**config.mk**
```make
export PLATFORM = sky130hd
export DESIGN_NAME = windowed_average_min_max_tracker
export DESIGN_NICKNAME = d
export VERILOG_FILES = /design/src/rtl/wamm_pkg.sv /design/src/rtl/wamm_div.sv /design/src/rtl/windowed_average_min_max_tracker.sv
export SDC_FILE = /design/constraint.sdc
export NUM_CORES = 1
export LEC_CHECK = 0
export BUFFER_PORTS_ARGS = -buffer_cell sky130_fd_sc_hd__buf_2
export CAP_MARGIN = 20
export CORE_ASPECT_RATIO = 2
export CORE_MARGIN = 2
export CORE_UTILIZATION = 40
export CTS_CLUSTER_DIAMETER = 60
export DETAILED_ROUTE_END_ITERATION = 8
export SYNTH_ARGS = -nofsm -noshare
export SYNTH_HDL_FRONTEND = slang
export SYNTH_SLANG_ARGS = --single-unit
```
**constraint.sdc**
```tcl
create_clock -name clk -period 23.8 [get_ports clk]
set_clock_uncertainty 0.15 [all_clocks]
set_input_delay 4.76 -clock clk [delete_from_list [all_inputs] [get_ports clk]]
set_output_delay 4.76 -clock clk [all_outputs]
set_load 0.02 [all_outputs]
```
**src/rtl/wamm_pkg.sv**
```systemverilog
// shared widths, sequencer states and constants for the windowed average tracker
package wamm_pkg;

  localparam int SAMPLE_WIDTH = 32;
  localparam int WINDOW_BITS  = 16;
  localparam int SUM_WIDTH    = SAMPLE_WIDTH + WINDOW_BITS;
  localparam int STEP_WIDTH   = $clog2(SUM_WIDTH);
  localparam int CFG_WIDTH    = 32;

  localparam logic [WINDOW_BITS-1:0]  WINDOW_LENGTH_RESET  = WINDOW_BITS'(1);
  localparam logic [SAMPLE_WIDTH-1:0] INVALID_MARKER_RESET = SAMPLE_WIDTH'(-65536);

  typedef enum logic {
    REG_WINDOW_LENGTH  = 1'b0,
    REG_INVALID_MARKER = 1'b1
  } reg_index_t;

  typedef enum logic [1:0] {
    S_IDLE,
    S_DIV,
    S_HOLD
  } state_t;

endpackage

```
**src/rtl/wamm_div.sv**
```systemverilog
// iterative restoring divider, one quotient bit per cycle
module wamm_div (
  input  logic                                clk,
  input  logic                                rst,
  input  logic                                start,
  input  logic [wamm_pkg::SUM_WIDTH-1:0]      dividend,
  input  logic [wamm_pkg::WINDOW_BITS-1:0]    divisor,
  output logic                                done,
  output logic [wamm_pkg::SUM_WIDTH-1:0]      quotient
);

  logic                                 busy;
  logic [wamm_pkg::STEP_WIDTH-1:0]      step;
  logic [wamm_pkg::WINDOW_BITS-1:0]     rem;
  logic [wamm_pkg::WINDOW_BITS-1:0]     dvs;
  logic [wamm_pkg::SUM_WIDTH-1:0]       quo;
  logic [wamm_pkg::WINDOW_BITS:0]       shifted;
  logic [wamm_pkg::WINDOW_BITS:0]       diff;
  logic                                 fits;

  // shared subtract and compare
  always_comb begin
    shifted = {rem, quo[wamm_pkg::SUM_WIDTH-1]};
    diff    = shifted - {1'b0, dvs};
    fits    = shifted >= {1'b0, dvs};
  end

  always_ff @(posedge clk) begin
    if (rst) begin
      busy <= 1'b0;
      done <= 1'b0;
      step <= '0;
    end else begin
      done <= 1'b0;
      if (start) begin
        busy <= 1'b1;
        step <= wamm_pkg::STEP_WIDTH'(wamm_pkg::SUM_WIDTH - 1);
      end else if (busy) begin
        step <= step - 1'b1;
        if (step == '0) begin
          busy <= 1'b0;
          done <= 1'b1;
        end
      end
    end
  end

  always_ff @(posedge clk) begin
    if (start) begin
      rem <= '0;
      dvs <= divisor;
      quo <= dividend;
    end else if (busy) begin
      rem <= fits ? diff[wamm_pkg::WINDOW_BITS-1:0] : shifted[wamm_pkg::WINDOW_BITS-1:0];
      quo <= {quo[wamm_pkg::SUM_WIDTH-2:0], fits};
    end
  end

  assign quotient = quo;

endmodule

```
**src/rtl/windowed_average_min_max_tracker.sv**
```systemverilog
// top level: min/max tracking, window accumulation and average sequencer
//
//   channel   signals                                   direction
//   input     in_valid in_ready sample                  in
//   result    out_valid out_ready window_average ...    out
//   config    cfg_write cfg_index cfg_data              in
//
// an item passes from transfer through the divider, the done handoff and the load
// of the output register; an item whose window holds no valid sample skips the
// divider.
// reset is synchronous and clears all control and tracking state.
// a result waiting on out_ready holds the next item in the sequencer.
module windowed_average_min_max_tracker (
  input  logic                                  clk,
  input  logic                                  rst,
  input  logic                                  in_valid,
  output logic                                  in_ready,
  input  logic signed [wamm_pkg::SAMPLE_WIDTH-1:0] sample,
  output logic                                  out_valid,
  input  logic                                  out_ready,
  output logic signed [wamm_pkg::SAMPLE_WIDTH-1:0] window_average,
  output logic                                  new_window,
  output logic signed [wamm_pkg::SAMPLE_WIDTH-1:0] minimum,
  output logic signed [wamm_pkg::SAMPLE_WIDTH-1:0] maximum,
  output logic        [wamm_pkg::SAMPLE_WIDTH-1:0] spread,
  output logic signed [wamm_pkg::SAMPLE_WIDTH-1:0] midpoint,
  input  logic                                  cfg_write,
  input  logic                                  cfg_index,
  input  logic        [wamm_pkg::CFG_WIDTH-1:0] cfg_data
);

  localparam int SW = wamm_pkg::SAMPLE_WIDTH;
  localparam int WB = wamm_pkg::WINDOW_BITS;
  localparam int UW = wamm_pkg::SUM_WIDTH;

  wamm_pkg::state_t state, state_next;
  logic div_start;
  logic div_done;

  logic [WB-1:0] window_length;
  logic [SW-1:0] invalid_marker;

  logic                 seen_any;
  logic signed [SW-1:0] low_mark;
  logic signed [SW-1:0] high_mark;
  logic [UW-1:0]        window_sum;
  logic [WB-1:0]        valid_count;
  logic [WB-1:0]        window_position;

  logic p_new;
  logic p_neg;
  logic p_zero;

  logic                 accept;
  logic                 load_out;
  logic                 is_valid;
  logic signed [SW-1:0] low_next;
  logic signed [SW-1:0] high_next;
  logic [UW-1:0]        sum_upd;
  logic [WB-1:0]        count_upd;
  logic [WB-1:0]        len_eff;
  logic [WB-1:0]        pos_inc;
  logic                 close;
  logic [UW-1:0]        mag;
  logic [UW-1:0]        quotient;
  logic [UW-1:0]        avg_full;
  logic [SW:0]          mid_sum;

  // datapath for an accepted sample
  always_comb begin
    is_valid  = sample != invalid_marker;
    low_next  = (!seen_any || sample < low_mark) ? sample : low_mark;
    high_next = (!seen_any || sample > high_mark) ? sample : high_mark;
    sum_upd   = window_sum + (is_valid ? UW'(sample) : '0);
    count_upd = valid_count + WB'(is_valid);
    len_eff   = (window_length == '0) ? WB'(1) : window_length;
    pos_inc   = window_position + 1'b1;
    close     = (pos_inc >= len_eff) || (pos_inc == '0);
    mag       = sum_upd[UW-1] ? (~sum_upd + 1'b1) : sum_upd;
    avg_full  = p_zero ? '0 : (p_neg ? (~quotient + 1'b1) : quotient);
    mid_sum   = {low_mark[SW-1], low_mark} + {high_mark[SW-1], high_mark};
  end

  // sequencer
  always_comb begin
    state_next = state;
    in_ready   = 1'b0;
    load_out   = 1'b0;
    div_start  = 1'b0;
    accept     = 1'b0;
    unique case (state)
      wamm_pkg::S_IDLE: begin
        in_ready = 1'b1;
        if (in_valid) begin
          accept     = 1'b1;
          div_start  = count_upd != '0;
          state_next = (count_upd != '0) ? wamm_pkg::S_DIV : wamm_pkg::S_HOLD;
        end
      end
      wamm_pkg::S_DIV: begin
        if (div_done) state_next = wamm_pkg::S_HOLD;
      end
      wamm_pkg::S_HOLD: begin
        if (!out_valid || out_ready) begin
          load_out   = 1'b1;
          state_next = wamm_pkg::S_IDLE;
        end
      end
      default: state_next = wamm_pkg::S_IDLE;
    endcase
  end

  always_ff @(posedge clk) begin
    if (rst) state <= wamm_pkg::S_IDLE;
    else     state <= state_next;
  end

  wamm_div u_div (
    .clk      (clk),
    .rst      (rst),
    .start    (div_start),
    .dividend (mag),
    .divisor  (count_upd),
    .done     (div_done),
    .quotient (quotient)
  );

  // configuration registers
  always_ff @(posedge clk) begin
    if (rst) begin
      window_length  <= wamm_pkg::WINDOW_LENGTH_RESET;
      invalid_marker <= wamm_pkg::INVALID_MARKER_RESET;
    end else if (cfg_write) begin
      unique case (wamm_pkg::reg_index_t'(cfg_index))
        wamm_pkg::REG_WINDOW_LENGTH:  window_length  <= cfg_data[WB-1:0];
        wamm_pkg::REG_INVALID_MARKER: invalid_marker <= cfg_data[SW-1:0];
        default: ;
      endcase
    end
  end

  // tracking state
  always_ff @(posedge clk) begin
    if (rst) begin
      seen_any        <= 1'b0;
      low_mark        <= '0;
      high_mark       <= '0;
      window_sum      <= '0;
      valid_count     <= '0;
      window_position <= '0;
    end else if (accept) begin
      seen_any        <= 1'b1;
      low_mark        <= low_next;
      high_mark       <= high_next;
      window_sum      <= close ? '0 : sum_upd;
      valid_count     <= close ? '0 : count_upd;
      window_position <= close ? '0 : pos_inc;
    end
  end

  always_ff @(posedge clk) begin
    if (accept) begin
      p_new  <= window_position == '0;
      p_neg  <= sum_upd[UW-1];
      p_zero <= count_upd == '0;
    end
  end

  // output register
  always_ff @(posedge clk) begin
    if (rst) begin
      out_valid <= 1'b0;
    end else if (load_out) begin
      out_valid <= 1'b1;
    end else if (out_ready) begin
      out_valid <= 1'b0;
    end
  end

  always_ff @(posedge clk) begin
    if (load_out) begin
      window_average <= avg_full[SW-1:0];
      new_window     <= p_new;
      minimum        <= low_mark;
      maximum        <= high_mark;
      spread         <= high_mark - low_mark;
      midpoint       <= mid_sum[SW:1];
    end
  end

  a_accept_leaves_idle: assert property (@(posedge clk) disable iff (rst)
    (in_valid && in_ready) |=> (state != wamm_pkg::S_IDLE))
    else $error("sequencer stayed idle after a transfer");

  a_done_in_div: assert property (@(posedge clk) disable iff (rst)
    div_done |-> (state == wamm_pkg::S_DIV))
    else $error("divider finished outside the divide phase");

  a_min_le_max: assert property (@(posedge clk) disable iff (rst)
    seen_any |-> (low_mark <= high_mark))
    else $error("tracked minimum above maximum");

  a_count_le_pos: assert property (@(posedge clk) disable iff (rst)
    valid_count <= window_position)
    else $error("valid count exceeds window position");

endmodule
```
==> insert_results.sql <==
INSERT INTO impl_metrics (metric_group, metric, value, unit) VALUES
('cells_and_area', 'mostFrequentLayoutCells', '301 x sky130_fd_sc_hd__nor2_1, 235 x sky130_fd_sc_hd__nand2_1, 232 x sky130_fd_sc_hd__buf_2', ''),
('drt', 'drt-total-wl', '75.41', 'mm'),
('placement', 'numPlacedInstances', '3924', ''),
('yosys', 'seq_total_area_yosys', '0.4155', ''),
('clocking', 'clk_pin_slew_worst_paths', '0.06', 'ns'),
('yosys', 'yosys-top-cells-area', 'sky130_fd_sc_hd__edfxtp_1 25%, sky130_fd_sc_hd__dfxtp_1 16%, sky130_fd_sc_hd__ha_1 9.8%', ''),
('cells_and_area', 'nets', '3371', ''),
('placement', 'portBuffers', '232', ''),
('sta', 'finalHoldViolations', '0', ''),
('hold_path', 'worstHoldPathType', 'register to register', ''),
('drt', 'vias', '22070', ''),
('power', 'sw_frac_of_total', '0.3510', ''),
('cells_and_area', 'layoutNonFillerInstCount', '4012', ''),
('sta', 'setup_total_negative_slack', '0', 'ns'),
('yosys', 'synth.distinct_cells', '88', ''),
('yosys', 'netlist.top_cell.by_area', 'sky130_fd_sc_hd__edfxtp_1', ''),
('drt', 'drt_iter0_drc', '1357', ''),
('flow_run', 'timing.max_cap.violations', '0', ''),
('sta', 'timing.final.crit_share', '0.4621', ''),
('hold_path', 'hp-start', 'p_new', ''),
('cells_and_area', 'nFillCells', '6558', ''),
('die', 'ios', '233', ''),
('clocking', 'clock-root-buffer', 'sky130_fd_sc_hd__clkbuf_16', ''),
('yosys', 'synth_async_sr_flop_share', '0', ''),
('yosys', 'synth.ff_latch_count', '448', ''),
('global_route', 'grt_start_max_net_pins', '121', ''),
('yosys', 'postSynthAreaPerCell', '9.280', 'sq um'),
('sta', 'rsz0062_at_grt', 'no', ''),
('critical_path', 'crit_fanout', '32', ''),
('critical_path', 'critPathKind', 'primary input to register', ''),
('sta', 'fmax', '0.09092', 'GHz'),
('power', 'peakVddDrop', '57.51', 'uV'),
('die', 'die_x', '188.0', 'um'),
('clocking', 'cts_tree', 'yes', ''),
('status', 'run_status', 'complete, no violations', ''),
('die', 'die_h', '372.0', 'um'),
('yosys', 'synth_top_flop_cell', 'sky130_fd_sc_hd__edfxtp_1', ''),
('drt', 'post-route-drc-count', '0', ''),
('power', 'internal_power', '0.001658', 'W'),
('yosys', 'synth.yosys.warnings', '0', ''),
('critical_path', 'critical_path.endpoint_type', 'register', ''),
('critical_path', 'timing.critical_path.required', '23.97', 'ns'),
('yosys', 'synthesis.nets', '3205', ''),
('yosys', 'synth_enable_flop_cells', '228', ''),
('critical_path', 'worst_setup_path_startpoint', 'sample[23]', ''),
('power', 'net-switching-power', '0.0008964', 'W'),
('sta', 'period_minus_slack', '11.00', 'ns'),
('critical_path', 'cp-start-kind', 'primary input', ''),
('placement', 'place_congestion', '0.9009', ''),
('cells_and_area', 'post_route_cells_drive_above_1_share', '0.1189', ''),
('placement', 'hpwl', '56.87', 'mm'),
('clocking', 'cts_setup_buffers', '0', ''),
('clocking', 'clock-sinks', '448', ''),
('global_route', 'grt_first_pass_wirelength', '117.5', 'mm'),
('drt', 'post_drt_via_cell_ratio', '5.501', ''),
('clocking', 'post_cts.resized_instances', '0', ''),
('die', 'start_util', '0.4018', ''),
('power', 'cellLeakagePower', '12.60', 'nW'),
('yosys', 'synth_largest_type_area_fraction', '0.2528', ''),
('power', 'power.total', '0.002554', 'W'),
('clocking', 'clock_path_buffers', '3', ''),
('sta', 'tightestPinTransition', '1.101', 'ns'),
('drt', 'detail_route.wl_per_cell', '18.80', 'um'),
('sta', 'slew_violations', '0', ''),
('yosys', 'syn_inst', '2918', ''),
('die', 'floorplan.rows', '135', ''),
('power', 'combinationalPowerShare', '0.322', ''),
('power', 'sequential_group_share_of_total_power', '0.394', ''),
('clocking', 'cts_made_buffers', '44', ''),
('cells_and_area', 'area_growth', '13.03', '%'),
('die', 'core_region_area', '67400', 'sq um');
-- through the flow --
step	hold slack, ns	instance area (sq um)	util	setup WS (ns)
CTS	0.2859	30520	0.4528	12.93
global route	0.2889	30600	0.4541	12.34
finish	0.2840	30610	0.4541	12.80
floorplan	0.2503	27080	-	10.98
detailed placement	0.2586	29030	0.4307	12.31
global placement	0.2678	29000	0.4302	12.51
-- logic make-up (layout without fill, tap and decap cells) --
logic type | count (synthesis) | after routing | synth area share
multiplexers | 79 | 79 | 0.02934
adder cells (fa/ha/maj) | 217 | 217 | 0.1014
other | 0 | 2 | 0
flip-flops | 448 | 448 | 0.4155
AO/OA/AOI/OAI | 701 | 701 | 0.1666
XOR/XNOR | 237 | 237 | 0.07666
AND/OR/NAND/NOR | 939 | 939 | 0.1686
buffers and inverters | 297 | 499 | 0.04196
-- registers in the layout (all words and copies together), names as in the netlist, 32 cells and up --
register and flops:
maximum 32, minimum 32, invalid_marker 32, spread 32, low_mark 32, window_sum 48, high_mark 32, midpoint 32
u_div.quotient 48, window_average 32
-- critical path, stage by stage --
cell and delay (ns):
sky130_fd_sc_hd__buf_2 0.23, sky130_fd_sc_hd__xnor2_1 0.15, sky130_fd_sc_hd__nand4_1 0.13, sky130_fd_sc_hd__nor4_1 0.46, sky130_fd_sc_hd__nand2_1 0.33, sky130_fd_sc_hd__buf_4 0.30
sky130_fd_sc_hd__and2_1 0.18, sky130_fd_sc_hd__ha_1 0.36, sky130_fd_sc_hd__o211ai_1 0.11, sky130_fd_sc_hd__o21ai_1 0.39, sky130_fd_sc_hd__a21boi_2 0.16, sky130_fd_sc_hd__o41ai_2 0.66
sky130_fd_sc_hd__a21oi_1 0.28, sky130_fd_sc_hd__a21oi_1 0.31, sky130_fd_sc_hd__a221oi_1 0.19, sky130_fd_sc_hd__mux2i_1 0.20, sky130_fd_sc_hd__nand2_1 0.44, sky130_fd_sc_hd__inv_1 0.91
sky130_fd_sc_hd__o21ai_0 0.28, sky130_fd_sc_hd__xor2_1 0.20, sky130_fd_sc_hd__o21ai_1 0.07
-- area by class of cell --
type                    count  area (sq um)  share of cell area
clock buffers              62          1275             0.04166
multi-input cells        2173         14730              0.4814
flip-flops and latches    448         11250              0.3676
repair buffers            256          1410             0.04607
well taps                 890          1114             0.03638
diodes                      2         5.005           0.0001635
inverters                 161         604.3             0.01975
clock inverters            20         214.0            0.006991
-- path summary, 6_finish.rpt --
check	end	slack (ns)	cells after the start
max	u_div.quotient[31]	12.80	21
min	new_window	0.28	0
max reg2reg	u_div.quotient[31]	16.81	20
min reg2reg	new_window	0.28	0
-- cell usage after synthesis (14+ instances only) --
| cell | number |
|---|---|
| sky130_fd_sc_hd__nor2_1 | 301 |
| sky130_fd_sc_hd__nand2_1 | 236 |
| sky130_fd_sc_hd__edfxtp_1 | 228 |
| sky130_fd_sc_hd__dfxtp_1 | 220 |
| sky130_fd_sc_hd__ha_1 | 213 |
| sky130_fd_sc_hd__a21oi_1 | 209 |
| sky130_fd_sc_hd__inv_1 | 160 |
| sky130_fd_sc_hd__xnor2_1 | 143 |
| sky130_fd_sc_hd__o21ai_0 | 136 |
| sky130_fd_sc_hd__clkbuf_1 | 126 |
| sky130_fd_sc_hd__xor2_1 | 94 |
| sky130_fd_sc_hd__mux2i_1 | 76 |
| sky130_fd_sc_hd__a21o_1 | 72 |
| sky130_fd_sc_hd__a22oi_1 | 60 |
| sky130_fd_sc_hd__nor3_1 | 54 |
| sky130_fd_sc_hd__and2_1 | 45 |
| sky130_fd_sc_hd__nand2b_1 | 43 |
| sky130_fd_sc_hd__nand3_1 | 40 |
| sky130_fd_sc_hd__nand4_1 | 39 |
| sky130_fd_sc_hd__and3_1 | 28 |
| sky130_fd_sc_hd__a211oi_1 | 27 |
| sky130_fd_sc_hd__or3_1 | 26 |
| sky130_fd_sc_hd__nor4_1 | 25 |
| sky130_fd_sc_hd__nor2b_1 | 24 |
| sky130_fd_sc_hd__o21a_1 | 23 |
| sky130_fd_sc_hd__a311oi_1 | 21 |
| sky130_fd_sc_hd__nand3b_1 | 19 |
| sky130_fd_sc_hd__o21bai_1 | 18 |
| sky130_fd_sc_hd__a31oi_1 | 16 |
| sky130_fd_sc_hd__o31ai_1 | 14 |
-- metal layers --
layer  GRT usage  vias up  wire, um  share of wire
met2      0.3473      638     34610           0.46
li1            -    10800         -              -
met5           0        -       105         0.0014
met4     0.06678       16      2271          0.030
met1      0.2807    10480     33830           0.45
met3     0.03889      129      4591          0.061
-- power by group through the flow --
stage | Combinational, W | Sequential [W] | Clock [W]
floorplan | 0.000620 | 0.00100 | 0
global placement | 0.000804 | 0.00102 | 0
detailed placement | 0.000816 | 0.00102 | 0
CTS | 0.000820 | 0.00101 | 0.000745
global route | 0.000923 | 0.00102 | 0.000771
finish | 0.000823 | 0.00101 | 0.000725
No activity file was read; power rests on OpenSTA's default activity.
